## src/design/nalsplit_pkg.sv

```systemverilog
// Shared types and constants for the Annex B access unit splitter.
`timescale 1ns / 1ps
package nalsplit_pkg;

  // Stream constants
  localparam int unsigned TYPE_BITS   = 5;
  localparam logic [7:0]  TYPE_FIELD  = 8'h1F;
  localparam logic [7:0]  START_BYTE  = 8'h01;
  localparam logic [31:0] MASK_RESET  = 32'h0000_0022;

  // Delay line and result batch sizes
  localparam int unsigned DLY_DEPTH   = 4;
  localparam int unsigned WIN_DEPTH   = DLY_DEPTH + 1;
  localparam int unsigned MAX_RES     = WIN_DEPTH;
  localparam int unsigned Q_DEPTH     = MAX_RES + 1;
  localparam int unsigned CNT_W       = 3;
  localparam int unsigned QCNT_W      = 3;

  // One output transaction
  typedef struct packed {
    logic [7:0] data;
    logic       first;
    logic       last;
    logic       closed;
  } res_t;

  // Results produced by one input byte
  typedef struct packed {
    logic [CNT_W-1:0]              cnt;
    res_t [MAX_RES-1:0]            res;
  } batch_t;

endpackage

```

## src/design/nalsplit_step.sv

```systemverilog
// Start-code parser, packet marking and four-byte delay line.
`timescale 1ns / 1ps
module nalsplit_step (
  input  logic                  clk,
  input  logic                  rst,
  input  logic                  fire,
  input  logic [7:0]            stream_byte,
  input  logic                  end_of_stream,
  input  logic [31:0]           closing_type_mask,
  output nalsplit_pkg::batch_t  batch
);
  import nalsplit_pkg::*;

  // Stream state
  logic [DLY_DEPTH-1:0][7:0] dly_bytes;
  logic [DLY_DEPTH-1:0]      dly_first;
  logic [DLY_DEPTH-1:0]      dly_last;
  logic [CNT_W-1:0]          dly_count;
  logic [1:0]                zero_run;
  logic                      in_packet;
  logic                      header_pending;
  logic                      nal_closes;

  logic [DLY_DEPTH-1:0][7:0] dly_bytes_next;
  logic [DLY_DEPTH-1:0]      dly_first_next;
  logic [DLY_DEPTH-1:0]      dly_last_next;
  logic [CNT_W-1:0]          dly_count_next;
  logic [1:0]                zero_run_next;
  logic                      in_packet_next;
  logic                      header_pending_next;
  logic                      nal_closes_next;

  // Window and step results
  logic [WIN_DEPTH-1:0][7:0] wb;
  logic [WIN_DEPTH-1:0]      wf;
  logic [WIN_DEPTH-1:0]      wl;
  logic [CNT_W-1:0]          n;
  logic [CNT_W-1:0]          lo;
  logic [CNT_W-1:0]          s;
  logic [CNT_W-1:0]          rem;
  logic [CNT_W-1:0]          new_lo;
  logic [CNT_W-1:0]          keep;
  logic [CNT_W:0]            idx;
  logic                      fin;

  always_comb begin
    // Build the window: held bytes plus the incoming one
    wb = '0;
    wf = '0;
    wl = '0;
    for (int i = 0; i < DLY_DEPTH; i++) begin
      if (CNT_W'(i) < dly_count) begin
        wb[i] = dly_bytes[i];
        wf[i] = dly_first[i];
        wl[i] = dly_last[i];
      end
    end
    wb[dly_count] = stream_byte;
    n = dly_count + CNT_W'(1);

    // Parse start codes and NAL headers
    zero_run_next       = zero_run;
    header_pending_next = header_pending;
    nal_closes_next     = nal_closes;
    in_packet_next      = in_packet;
    lo                  = '0;
    s                   = '0;
    if (header_pending) begin
      nal_closes_next     = closing_type_mask[stream_byte[TYPE_BITS-1:0]];
      header_pending_next = 1'b0;
      zero_run_next       = '0;
    end else if (stream_byte == 8'h00) begin
      if (zero_run != 2'd3) begin
        zero_run_next = zero_run + 2'd1;
      end
    end else if (stream_byte == START_BYTE && zero_run >= 2'd2) begin
      // a fourth zero joins the code when the window holds it
      s = (zero_run == 2'd3 && n >= CNT_W'(4)) ? n - CNT_W'(4) : n - CNT_W'(3);
      if (!in_packet) begin
        lo             = s;
        wf[s]          = 1'b1;
        in_packet_next = 1'b1;
      end else if (nal_closes) begin
        wf[s] = 1'b1;
        if (s != '0) begin
          wl[s - CNT_W'(1)] = 1'b1;
        end
      end
      nal_closes_next     = 1'b0;
      header_pending_next = 1'b1;
      zero_run_next       = '0;
    end else begin
      zero_run_next = '0;
    end

    // Emit inside a packet: the window from lo on end of stream, else the oldest overflow byte
    rem    = n - lo;
    new_lo = (rem > CNT_W'(DLY_DEPTH)) ? lo + CNT_W'(1) : lo;
    if (end_of_stream) begin
      batch.cnt = in_packet_next ? rem : '0;
    end else begin
      batch.cnt = (rem > CNT_W'(DLY_DEPTH) && in_packet_next) ? CNT_W'(1) : '0;
    end
    for (int k = 0; k < MAX_RES; k++) begin
      idx = {1'b0, lo} + (CNT_W+1)'(k);
      fin = 1'b0;
      batch.res[k] = '0;
      if (idx < (CNT_W+1)'(WIN_DEPTH)) begin
        fin = end_of_stream && (idx[CNT_W-1:0] == n - CNT_W'(1));
        batch.res[k].data   = wb[idx[CNT_W-1:0]];
        batch.res[k].first  = wf[idx[CNT_W-1:0]];
        batch.res[k].last   = wl[idx[CNT_W-1:0]] | fin;
        batch.res[k].closed = fin;
      end
    end

    // Shift the kept bytes down into the delay line
    keep           = n - new_lo;
    dly_count_next = keep;
    dly_bytes_next = '0;
    dly_first_next = '0;
    dly_last_next  = '0;
    for (int i = 0; i < DLY_DEPTH; i++) begin
      idx = {1'b0, new_lo} + (CNT_W+1)'(i);
      if (CNT_W'(i) < keep && idx < (CNT_W+1)'(WIN_DEPTH)) begin
        dly_bytes_next[i] = wb[idx[CNT_W-1:0]];
        dly_first_next[i] = wf[idx[CNT_W-1:0]];
        dly_last_next[i]  = wl[idx[CNT_W-1:0]];
      end
    end

    // End of stream returns the stream state to reset
    if (end_of_stream) begin
      dly_count_next      = '0;
      zero_run_next       = '0;
      in_packet_next      = 1'b0;
      header_pending_next = 1'b0;
      nal_closes_next     = 1'b0;
    end
  end

  // Advance the stream state once per accepted byte
  always_ff @(posedge clk) begin
    if (rst) begin
      dly_count      <= '0;
      zero_run       <= '0;
      in_packet      <= 1'b0;
      header_pending <= 1'b0;
      nal_closes     <= 1'b0;
    end else if (fire) begin
      dly_count      <= dly_count_next;
      zero_run       <= zero_run_next;
      in_packet      <= in_packet_next;
      header_pending <= header_pending_next;
      nal_closes     <= nal_closes_next;
    end
  end

  // Hold delay line payload
  always_ff @(posedge clk) begin
    if (fire) begin
      dly_bytes <= dly_bytes_next;
      dly_first <= dly_first_next;
      dly_last  <= dly_last_next;
    end
  end

endmodule

```

## src/design/nalsplit_outq.sv

```systemverilog
// Result queue: takes a batch of up to five results, drains one per cycle while out_ready is high.
`timescale 1ns / 1ps
module nalsplit_outq (
  input  logic                 clk,
  input  logic                 rst,
  input  logic                 push,
  input  nalsplit_pkg::batch_t batch,
  output logic                 can_push,
  output logic                 out_valid,
  input  logic                 out_ready,
  output nalsplit_pkg::res_t   head
);
  import nalsplit_pkg::*;

  res_t [Q_DEPTH-1:0] q;
  res_t [Q_DEPTH-1:0] q_next;
  logic [QCNT_W-1:0]  count;
  logic [QCNT_W-1:0]  count_next;
  logic [QCNT_W-1:0]  left;
  logic               pop;
  logic               base;
  logic [3:0]         off;

  assign out_valid = (count != '0);
  assign head      = q[0];
  assign pop       = out_valid && out_ready;
  assign left      = count - QCNT_W'(pop);
  // room for a full batch behind at most one waiting result
  assign can_push  = (left <= QCNT_W'(1));
  assign base      = left[0];

  always_comb begin
    // Shift out the taken transaction, then place the new batch behind the rest
    for (int j = 0; j < Q_DEPTH; j++) begin
      if (pop && j < Q_DEPTH - 1) begin
        q_next[j] = q[j + 1];
      end else begin
        q_next[j] = q[j];
      end
      off = 4'(j) - 4'(base);
      if (push && 4'(j) >= 4'(base) && off < 4'(batch.cnt)
          && off < 4'(MAX_RES)) begin
        q_next[j] = batch.res[off[CNT_W-1:0]];
      end
    end
    count_next = left + (push ? QCNT_W'(batch.cnt) : '0);
  end

  always_ff @(posedge clk) begin
    if (rst) begin
      count <= '0;
    end else begin
      count <= count_next;
    end
  end

  always_ff @(posedge clk) begin
    q <= q_next;
  end

endmodule

```

## src/design/annexb_nal_access_unit_splitter.sv

```systemverilog
// Top level of the H.264 Annex B access unit splitter.
//
//   channel   direction  handshake            payload
//   in        input      in_valid/in_ready    stream_byte, end_of_stream
//   out       output     out_valid/out_ready  packet_byte, first_of_packet,
//                                             last_of_packet, closed_by_end
//   cfg       input      cfg_wr_en            cfg_wr_data (closing type mask)
//
// One byte is accepted per cycle while the queue has room. A byte waits in the
// input register until the result queue takes its results, which leave from
// its head register. An end-of-stream byte flushes up to five results, drained
// one per cycle while out_ready is high, and input stalls while they drain.
// Packet bytes leave four bytes behind the input. Reset clears the stream
// state and loads mask 0x22; output stalls back up the queue to in_ready.
`timescale 1ns / 1ps
module annexb_nal_access_unit_splitter (
  input  logic        clk,
  input  logic        rst,
  input  logic        in_valid,
  output logic        in_ready,
  input  logic [7:0]  stream_byte,
  input  logic        end_of_stream,
  output logic        out_valid,
  input  logic        out_ready,
  output logic [7:0]  packet_byte,
  output logic        first_of_packet,
  output logic        last_of_packet,
  output logic        closed_by_end,
  input  logic        cfg_wr_en,
  input  logic [31:0] cfg_wr_data
);
  import nalsplit_pkg::*;

  logic [31:0] closing_type_mask;
  logic        ir_valid;
  logic [7:0]  ir_byte;
  logic        ir_eos;
  logic        fire;
  logic        can_push;
  batch_t      batch;
  res_t        head;

  assign fire     = ir_valid && can_push;
  assign in_ready = !ir_valid || fire;

  // Configuration register
  always_ff @(posedge clk) begin
    if (rst) begin
      closing_type_mask <= MASK_RESET;
    end else if (cfg_wr_en) begin
      closing_type_mask <= cfg_wr_data;
    end
  end

  // Input register
  always_ff @(posedge clk) begin
    if (rst) begin
      ir_valid <= 1'b0;
    end else begin
      ir_valid <= (in_valid && in_ready) || (ir_valid && !fire);
    end
  end

  always_ff @(posedge clk) begin
    if (in_valid && in_ready) begin
      ir_byte <= stream_byte;
      ir_eos  <= end_of_stream;
    end
  end

  nalsplit_step u_step (
    .clk               (clk),
    .rst               (rst),
    .fire              (fire),
    .stream_byte       (ir_byte),
    .end_of_stream     (ir_eos),
    .closing_type_mask (closing_type_mask),
    .batch             (batch)
  );

  nalsplit_outq u_outq (
    .clk       (clk),
    .rst       (rst),
    .push      (fire),
    .batch     (batch),
    .can_push  (can_push),
    .out_valid (out_valid),
    .out_ready (out_ready),
    .head      (head)
  );

  assign packet_byte     = head.data;
  assign first_of_packet = head.first;
  assign last_of_packet  = head.last;
  assign closed_by_end   = head.closed;

endmodule
```

## config.mk

```make
export PLATFORM = sky130hd
export DESIGN_NAME = annexb_nal_access_unit_splitter
export DESIGN_NICKNAME = d
export VERILOG_FILES = /design/src/design/nalsplit_pkg.sv /design/src/design/nalsplit_step.sv /design/src/design/nalsplit_outq.sv /design/src/design/annexb_nal_access_unit_splitter.sv
export SDC_FILE = /design/constraint.sdc
export NUM_CORES = 1
export LEC_CHECK = 0
export BUFFER_PORTS_ARGS = -buffer_cell sky130_fd_sc_hd__buf_4
export CORE_ASPECT_RATIO = 1.75
export CORE_MARGIN = 2
export CORE_UTILIZATION = 50
export CTS_CLUSTER_SIZE = 8
export DETAILED_ROUTE_END_ITERATION = 6
export PLACE_DENSITY = 0.67
export SLEW_MARGIN = 40
export SYNTH_ARGS = -nofsm -noshare
export SYNTH_HDL_FRONTEND = slang
export SYNTH_SLANG_ARGS = --single-unit
```

## constraint.sdc

```tcl
create_clock -name clk -period 15.6 [get_ports clk]
set_clock_uncertainty 0.1 [all_clocks]
set_input_delay 1.56 -clock clk [delete_from_list [all_inputs] [get_ports clk]]
set_output_delay 1.56 -clock clk [all_outputs]
set_load 0.01 [all_outputs]
```

==> flow_metrics.env, run 1 <==
export IMPL_placed_area_sq_mm=0.0118
export IMPL_ir_worst_vdd_v=0.0000987
export IMPL_tritoncts="built"
export IMPL_hp_class="flop to flop"
export IMPL_powerDensity_mw_per_mm2=134
export IMPL_syn_cell_area_sq_mm=0.0112
export IMPL_core_area_sq_mm=0.0221
export IMPL_antenna_cells=0
export IMPL_period_share_pct=49.8
export IMPL_avgSynthCellArea_sq_um=9.13
export IMPL_dieArea_sq_mm=0.0237
export IMPL_via_count=9679
export IMPL_syn_nets=1309
export IMPL_crit_type="flop to flop"
export IMPL_hold_viol=0
export IMPL_multi_input_area_sq_mm=0.00637
export IMPL_grt_max_degree=73
export IMPL_final_layout_size_suffix_gt1_share_pct=14.5
export IMPL_seq_area_frac_synth_pct=38.5
export IMPL_initial_core_util_pct=50.9
export IMPL_async_flop_share_pct=0
export IMPL_synth_distinct_cells=81
export IMPL_tightest_slew_ns=0.911
export IMPL_final_cell_mix="148 x nand2_1, 115 x edfxtp_1, 113 x mux2i_1"
export IMPL_grt_overflow_total=0
export IMPL_finalWirelength_microns=33900
export IMPL_syn_to_final_growth_pct=10.4
export IMPL_drt_iter0_drc=1039
export IMPL_p_sw_share_pct=37.8
export IMPL_internal_power_w=0.00104
export IMPL_cts_setup_buffers=0
export IMPL_critPathRequiredTime_ns=15.66
export IMPL_place_gp_congestion=1.02
export IMPL_synthFlopType="edfxtp_1"
export IMPL_fin_ws_ns=7.84
export IMPL_grt_use_total_pct=28.9
export IMPL_htreeDepth=4
export IMPL_fillers=2031
export IMPL_relSlewSlack_pct=39.0
export IMPL_crit_path_start_kind="flop"
export IMPL_syn_inst=1232
export IMPL_pwr_share_clk_pct=24.4
export IMPL_synth_edf_count=115
export IMPL_design_area_sq_mm=0.0124
export IMPL_cts_max_path_buffers=2
export IMPL_synth_area_top_cells="edfxtp_1 31%, mux2i_1 10%, dfxtp_1 7.8%, nand2_1 4.9%, a21oi_1 4.3%"
export IMPL_drv_slew=0
export IMPL_setup_violations=0
export IMPL_cts_made_buffers=17
export IMPL_final_common_cell="nand2_1"
export IMPL_worstPathMaxFanout=35
export IMPL_p_leak_nw=4.62
export IMPL_hold_buffers=0
export IMPL_num_rows=72
export IMPL_antenna_left=0
export IMPL_dp_hpwl_microns=25500
export IMPL_dpl_worst_slack_ns=7.96
export IMPL_port_buffers=58
export IMPL_drv_cap=0
export IMPL_rsz0062_at_grt="no"
export IMPL_pin_count=59
export IMPL_yosysTopAreaCell="edfxtp_1"
export IMPL_outcome="finished, final reports clean"
export IMPL_drc_errors=0
export IMPL_num_nets_final=1313
export IMPL_vias_per_cell=6.26
export IMPL_max_freq_ghz=0.129
export IMPL_ys_warn_count=0
export IMPL_clkTransAtPathRegs_ns=0.06
export IMPL_drtPass1Iterations=5
export IMPL_p_comb_share_pct=35.8
export IMPL_synth_seq_cells=159
export IMPL_p_sw_w=0.000631
export IMPL_critPathCaptureType="flop"
export IMPL_clkSinkCount=159
export IMPL_yosys_area_top_type_share_pct=30.7
export IMPL_finalCriticalPeriod_ns=7.76
export IMPL_rrSetupSlack_ns=7.84
export IMPL_root_buffer="clkbuf_16"
export IMPL_power_frac_seq_pct=39.9
export IMPL_fp_dieH_microns=202
export IMPL_grt_pass1_vias=9587
export IMPL_regArea_sq_mm=0.00433
export IMPL_setup_tns_ns=0
export IMPL_crit_arrival_ns=7.83
export IMPL_cts_resized=0
export IMPL_antenna_found_initial=0
export IMPL_wire_per_inst_microns=21.9
export IMPL_die_w_microns=117
export IMPL_grt_pass1_wl_microns=53200
export IMPL_worst_skew_pair_late_latency_ns=0.46
flip-flops by register name (all words and copies together), names as in the netlist, 2 cells and up:
name,flops
closing_type_mask,32
ir_byte,8
u_outq.count,3
u_outq.head,11
u_outq.q,55
u_step.dly_bytes,32
u_step.dly_count,3
u_step.dly_first,4
u_step.dly_last,4
u_step.zero_run,2
Yosys cell counts (5+ instances only):
cell	n
mux4_2	14
and2_1	26
ha_1	28
xnor2_1	11
mux2i_1	113
a31oi_1	25
a32oi_1	14
nand2_1	148
nand2b_1	15
o21ai_0	60
clkbuf_1	76
and3_1	17
a211o_1	7
a22oi_1	25
or3_1	8
buf_2	7
dfxtp_1	44
nor3_1	22
or2_2	6
a21oi_1	97
nand4_1	7
inv_1	43
nand3_1	19
nor4_1	11
o21a_1	5
a22o_1	7
mux2_2	26
buf_4	9
nor2_1	110
a211oi_1	9
edfxtp_1	115
nor2b_1	10
o211ai_1	10
a21o_1	5
area by class of cell:
cell class                      count  share of cell area (%)
Multi-Input combinational cell    931                    51.3
Timing Repair Buffer               80                    4.84
Inverter                           47                    1.44
Clock buffer                       17                    3.43
Tap cell                          296                    2.98
Sequential cell                   159                    34.9
Clock inverter                     15                    1.08
kinds of logic after synthesis:
| logic type | share of synthesized area, % |
|---|---|
| DFF | 38.5 |
| muxes | 15.9 |
| AOI/OAI and AO/OA | 17.8 |
| xor gates and xnor gates | 1.41 |
| adders and majority gates | 3.65 |
| and+or+nand+nor | 17.5 |
| buffers and inverters | 5.21 |
power groups by stage:
stage | Clock, W | Combinational (W) | Sequential (W)
2_1_floorplan | 0 | 0.000428 | 0.000651
3_3_place_gp | 0 | 0.000578 | 0.000669
3_5_place_dp | 0 | 0.000590 | 0.000673
4_1_cts | 0.000414 | 0.000592 | 0.000664
5_1_grt | 0.000427 | 0.000653 | 0.000676
6_report | 0.000407 | 0.000596 | 0.000665
worst paths after layout:
kind,start,depth (start not counted),end
max,u_step.dly_count[1],22,u_step.dly_bytes[31]
min,closing_type_mask[30],2,closing_type_mask[30]
max reg2reg,u_step.dly_count[1],22,u_step.dly_bytes[31]
min reg2reg,closing_type_mask[30],2,closing_type_mask[30]
critical path: stages, from the launching register on:
cell and delay (ns):
dfxtp_1 0.81, ha_1 0.45, xor2_1 0.46, nand2_1 0.32, nand2_1 0.29, nand2_1 0.30, inv_1 0.21, ha_1 0.16
inv_1 0.05, fa_1 0.39, xnor2_1 0.45, nand2_1 0.17, mux2i_4 0.43, xnor2_4 0.16, buf_4 0.46, inv_4 0.28
ha_1 0.32, nand3_1 0.09, mux2i_1 0.10, a211oi_1 0.69, nor2_1 0.36, a32oi_1 0.29, a21oi_1 0.09
layer usage:
metal  GRT usage, %  up-vias  share of wire (%)
met3           4.63      113                4.5
met4           19.1        0                6.2
met2           51.1      370                 52
met5              0        -                  0
li1               -     4538                  -
met1           31.9     4658                 37
through the flow:
stage | util (%) | power, W | hold slack (ns) | std cells
final | 56.3 | 0.00167 | 0.389 | 1545
after global routing | 56.3 | 0.00176 | 0.425 | 1545
after CTS | 56.2 | 0.00167 | 0.395 | 1545
after detailed placement | 53.7 | 0.00126 | 0.379 | 1513
after global placement | 53.6 | 0.00125 | 0.368 | 1513
after floorplan | - | 0.00108 | 0.355 | 1232
Power figures use the tool's default switching activity.
==> run 2: changes to the inputs <==
- clock period: 15.6 -> 7.5 ns (I/O delays scaled with it)
==> flow_metrics.env, run 2 (same netlist as run 1, synthesis figures left out) <==
export IMPL_num_rows=72
export IMPL_root_buffer="clkbuf_16"
export IMPL_p_comb_share_pct=35.1
export IMPL_dp_hpwl_microns=24800
export IMPL_final_layout_size_suffix_gt1_share_pct=15.1
export IMPL_setup_violations=0
export IMPL_top_register="u_outq.q"
export IMPL_initial_core_util_pct=50.9
export IMPL_rrSetupSlack_ns=0.73
export IMPL_hold_worst_slack_ns=0.363
export IMPL_p_sw_w=0.00128
export IMPL_fillers=1987
export IMPL_dpl_worst_slack_ns=0.803
export IMPL_drc_errors=0
export IMPL_pin_count=59
export IMPL_critPathCaptureType="flop"
export IMPL_reg_largest_list="u_outq.q x55, closing_type_mask x32, u_step.dly_bytes x32"
export IMPL_drt_iter0_drc=841
export IMPL_cts_resized=0
export IMPL_powerDensity_mw_per_mm2=279
export IMPL_cts_setup_buffers=0
export IMPL_grt_overflow_total=0
export IMPL_r2r_end="u_step.dly_bytes[27]"
export IMPL_clkSinkCount=159
export IMPL_htreeDepth=4
export IMPL_crit_path_start_kind="flop"
export IMPL_wl_met2_microns=17300
export IMPL_relSlewSlack_pct=41.3
export IMPL_internal_power_w=0.00221
export IMPL_p_leak_nw=4.71
export IMPL_fin_ws_ns=0.734
export IMPL_holdPathStages=1
export IMPL_p_sw_share_pct=36.7
export IMPL_worst_skew_pair_late_latency_ns=0.46
export IMPL_hp_class="primary input to flop"
export IMPL_crit_type="flop to flop"
export IMPL_critPathRequiredTime_ns=7.72
export IMPL_via_count=9638
export IMPL_grt_use_total_pct=28.4
export IMPL_routed_top_layer="met4"
export IMPL_clkTransAtPathRegs_ns=0.07
export IMPL_drtPass1Iterations=6
export IMPL_max_freq_ghz=0.148
export IMPL_largest_reg_flops=55
export IMPL_antenna_cells=0
export IMPL_dieArea_sq_mm=0.0237
export IMPL_fp_dieH_microns=202
export IMPL_setup_tns_ns=0
export IMPL_r2r_cells=21
export IMPL_worstPathMaxFanout=22
export IMPL_grt_max_degree=73
export IMPL_tritoncts="built"
export IMPL_die_w_microns=117
export IMPL_finalWirelength_microns=32900
export IMPL_num_nets_final=1325
export IMPL_core_area_sq_mm=0.0221
export IMPL_tightest_slew_ns=0.870
export IMPL_pwr_share_clk_pct=25.6
export IMPL_timing_rr_start="ir_byte[5]"
export IMPL_utilization_pct=56.8
export IMPL_period_share_pct=90.2
export IMPL_met3_length_microns=1680
export IMPL_final_common_cell="nand2_1"
export IMPL_finalCriticalPeriod_ns=6.77
export IMPL_hold_path_endpoint="ir_byte[1]"
export IMPL_rsz0062_at_grt="no"
export IMPL_cts_max_path_buffers=2
export IMPL_hold_viol=0
export IMPL_crit_arrival_ns=6.98
export IMPL_drv_slew=0
export IMPL_drv_cap=0
export IMPL_ir_worst_vdd_v=0.000191
export IMPL_wire_per_inst_microns=21.1
export IMPL_wl_met1_microns=12100
export IMPL_outcome="finished, final reports clean"
export IMPL_power_frac_seq_pct=39.2
export IMPL_grt_pass1_wl_microns=52500
export IMPL_antenna_found_initial=0
export IMPL_hold_path_startpoint="stream_byte[1]"
export IMPL_vias_per_cell=6.19
export IMPL_cts_made_buffers=17
export IMPL_syn_to_final_growth_pct=11.5
export IMPL_place_gp_congestion=1.03
export IMPL_antenna_left=0
export IMPL_port_buffers=58
export IMPL_grt_pass1_vias=9669
export IMPL_final_cell_mix="148 x nand2_1, 115 x edfxtp_1, 113 x mux2i_1"
export IMPL_hold_buffers=0
run 2: critical path: stages, from the launching register on:
cell and delay, ns:
edfxtp_1 0.55, or4_1 0.72, or3_1 0.44, nor3_1 0.27, nand2_1 0.30, inv_1 0.22
ha_1 0.16, inv_1 0.05, fa_1 0.39, xnor2_1 0.45, nand2_1 0.17, mux2i_4 0.41
mux2i_2 0.33, inv_2 0.23, ha_1 0.29, nand3b_1 0.17, mux2i_1 0.19, a211oi_1 0.08
buf_4 0.17, nor2_1 0.57, a32oi_1 0.19, a21oi_1 0.17
run 2: metal layers:
layer	up-vias	track usage (%)
met5	-	0
met4	0	18.6
met3	119	3.87
met2	415	51.2
met1	4530	30.8
li1	4574	-
run 2: power by group through the flow:
| stage | clock network, W | logic [W] | registers [W] |
|---|---|---|---|
| 4_1_cts | 0.000911 | 0.00123 | 0.00137 |
| 2_1_floorplan | 0 | 0.000890 | 0.00135 |
| 3_3_place_gp | 0 | 0.00121 | 0.00138 |
| 3_5_place_dp | 0 | 0.00123 | 0.00139 |
| 6_report | 0.000897 | 0.00123 | 0.00137 |
| 5_1_grt | 0.000939 | 0.00136 | 0.00140 |
run 2: metrics by stage:
step	power, W	instances	area (sq um)
after global routing	0.00370	1557	12500
final	0.00350	1557	12500
after floorplan	0.00225	1232	11200
after CTS	0.00352	1556	12500
after detailed placement	0.00262	1524	11900
after global placement	0.00259	1524	11900
run 2: worst max path at each step:
stage                             start                   end  slack (ns)  depth (start not counted)
floorplan           u_step.dly_count[1]  u_step.dly_bytes[31]        1.43                         23
global placement             ir_byte[5]   u_step.dly_first[3]        1.07                         17
detailed placement           ir_byte[5]   u_step.dly_first[3]        0.80                         17
CTS                          ir_byte[5]   u_step.dly_first[3]        0.79                         17
global route                 ir_byte[5]  u_step.dly_bytes[28]        0.22                         21
finish                       ir_byte[5]  u_step.dly_bytes[27]        0.73                         21
run 2: area by class of cell:
class	instances	area (sq um)	share of cell area, %
clock buffer	19	454	3.62
clock inverter	13	144	1.15
inverter	47	179	1.43
multi-input combinational	931	6370	50.8
sequential	159	4330	34.6
tap	296	370	2.95
timing repair buffer	92	688	5.49
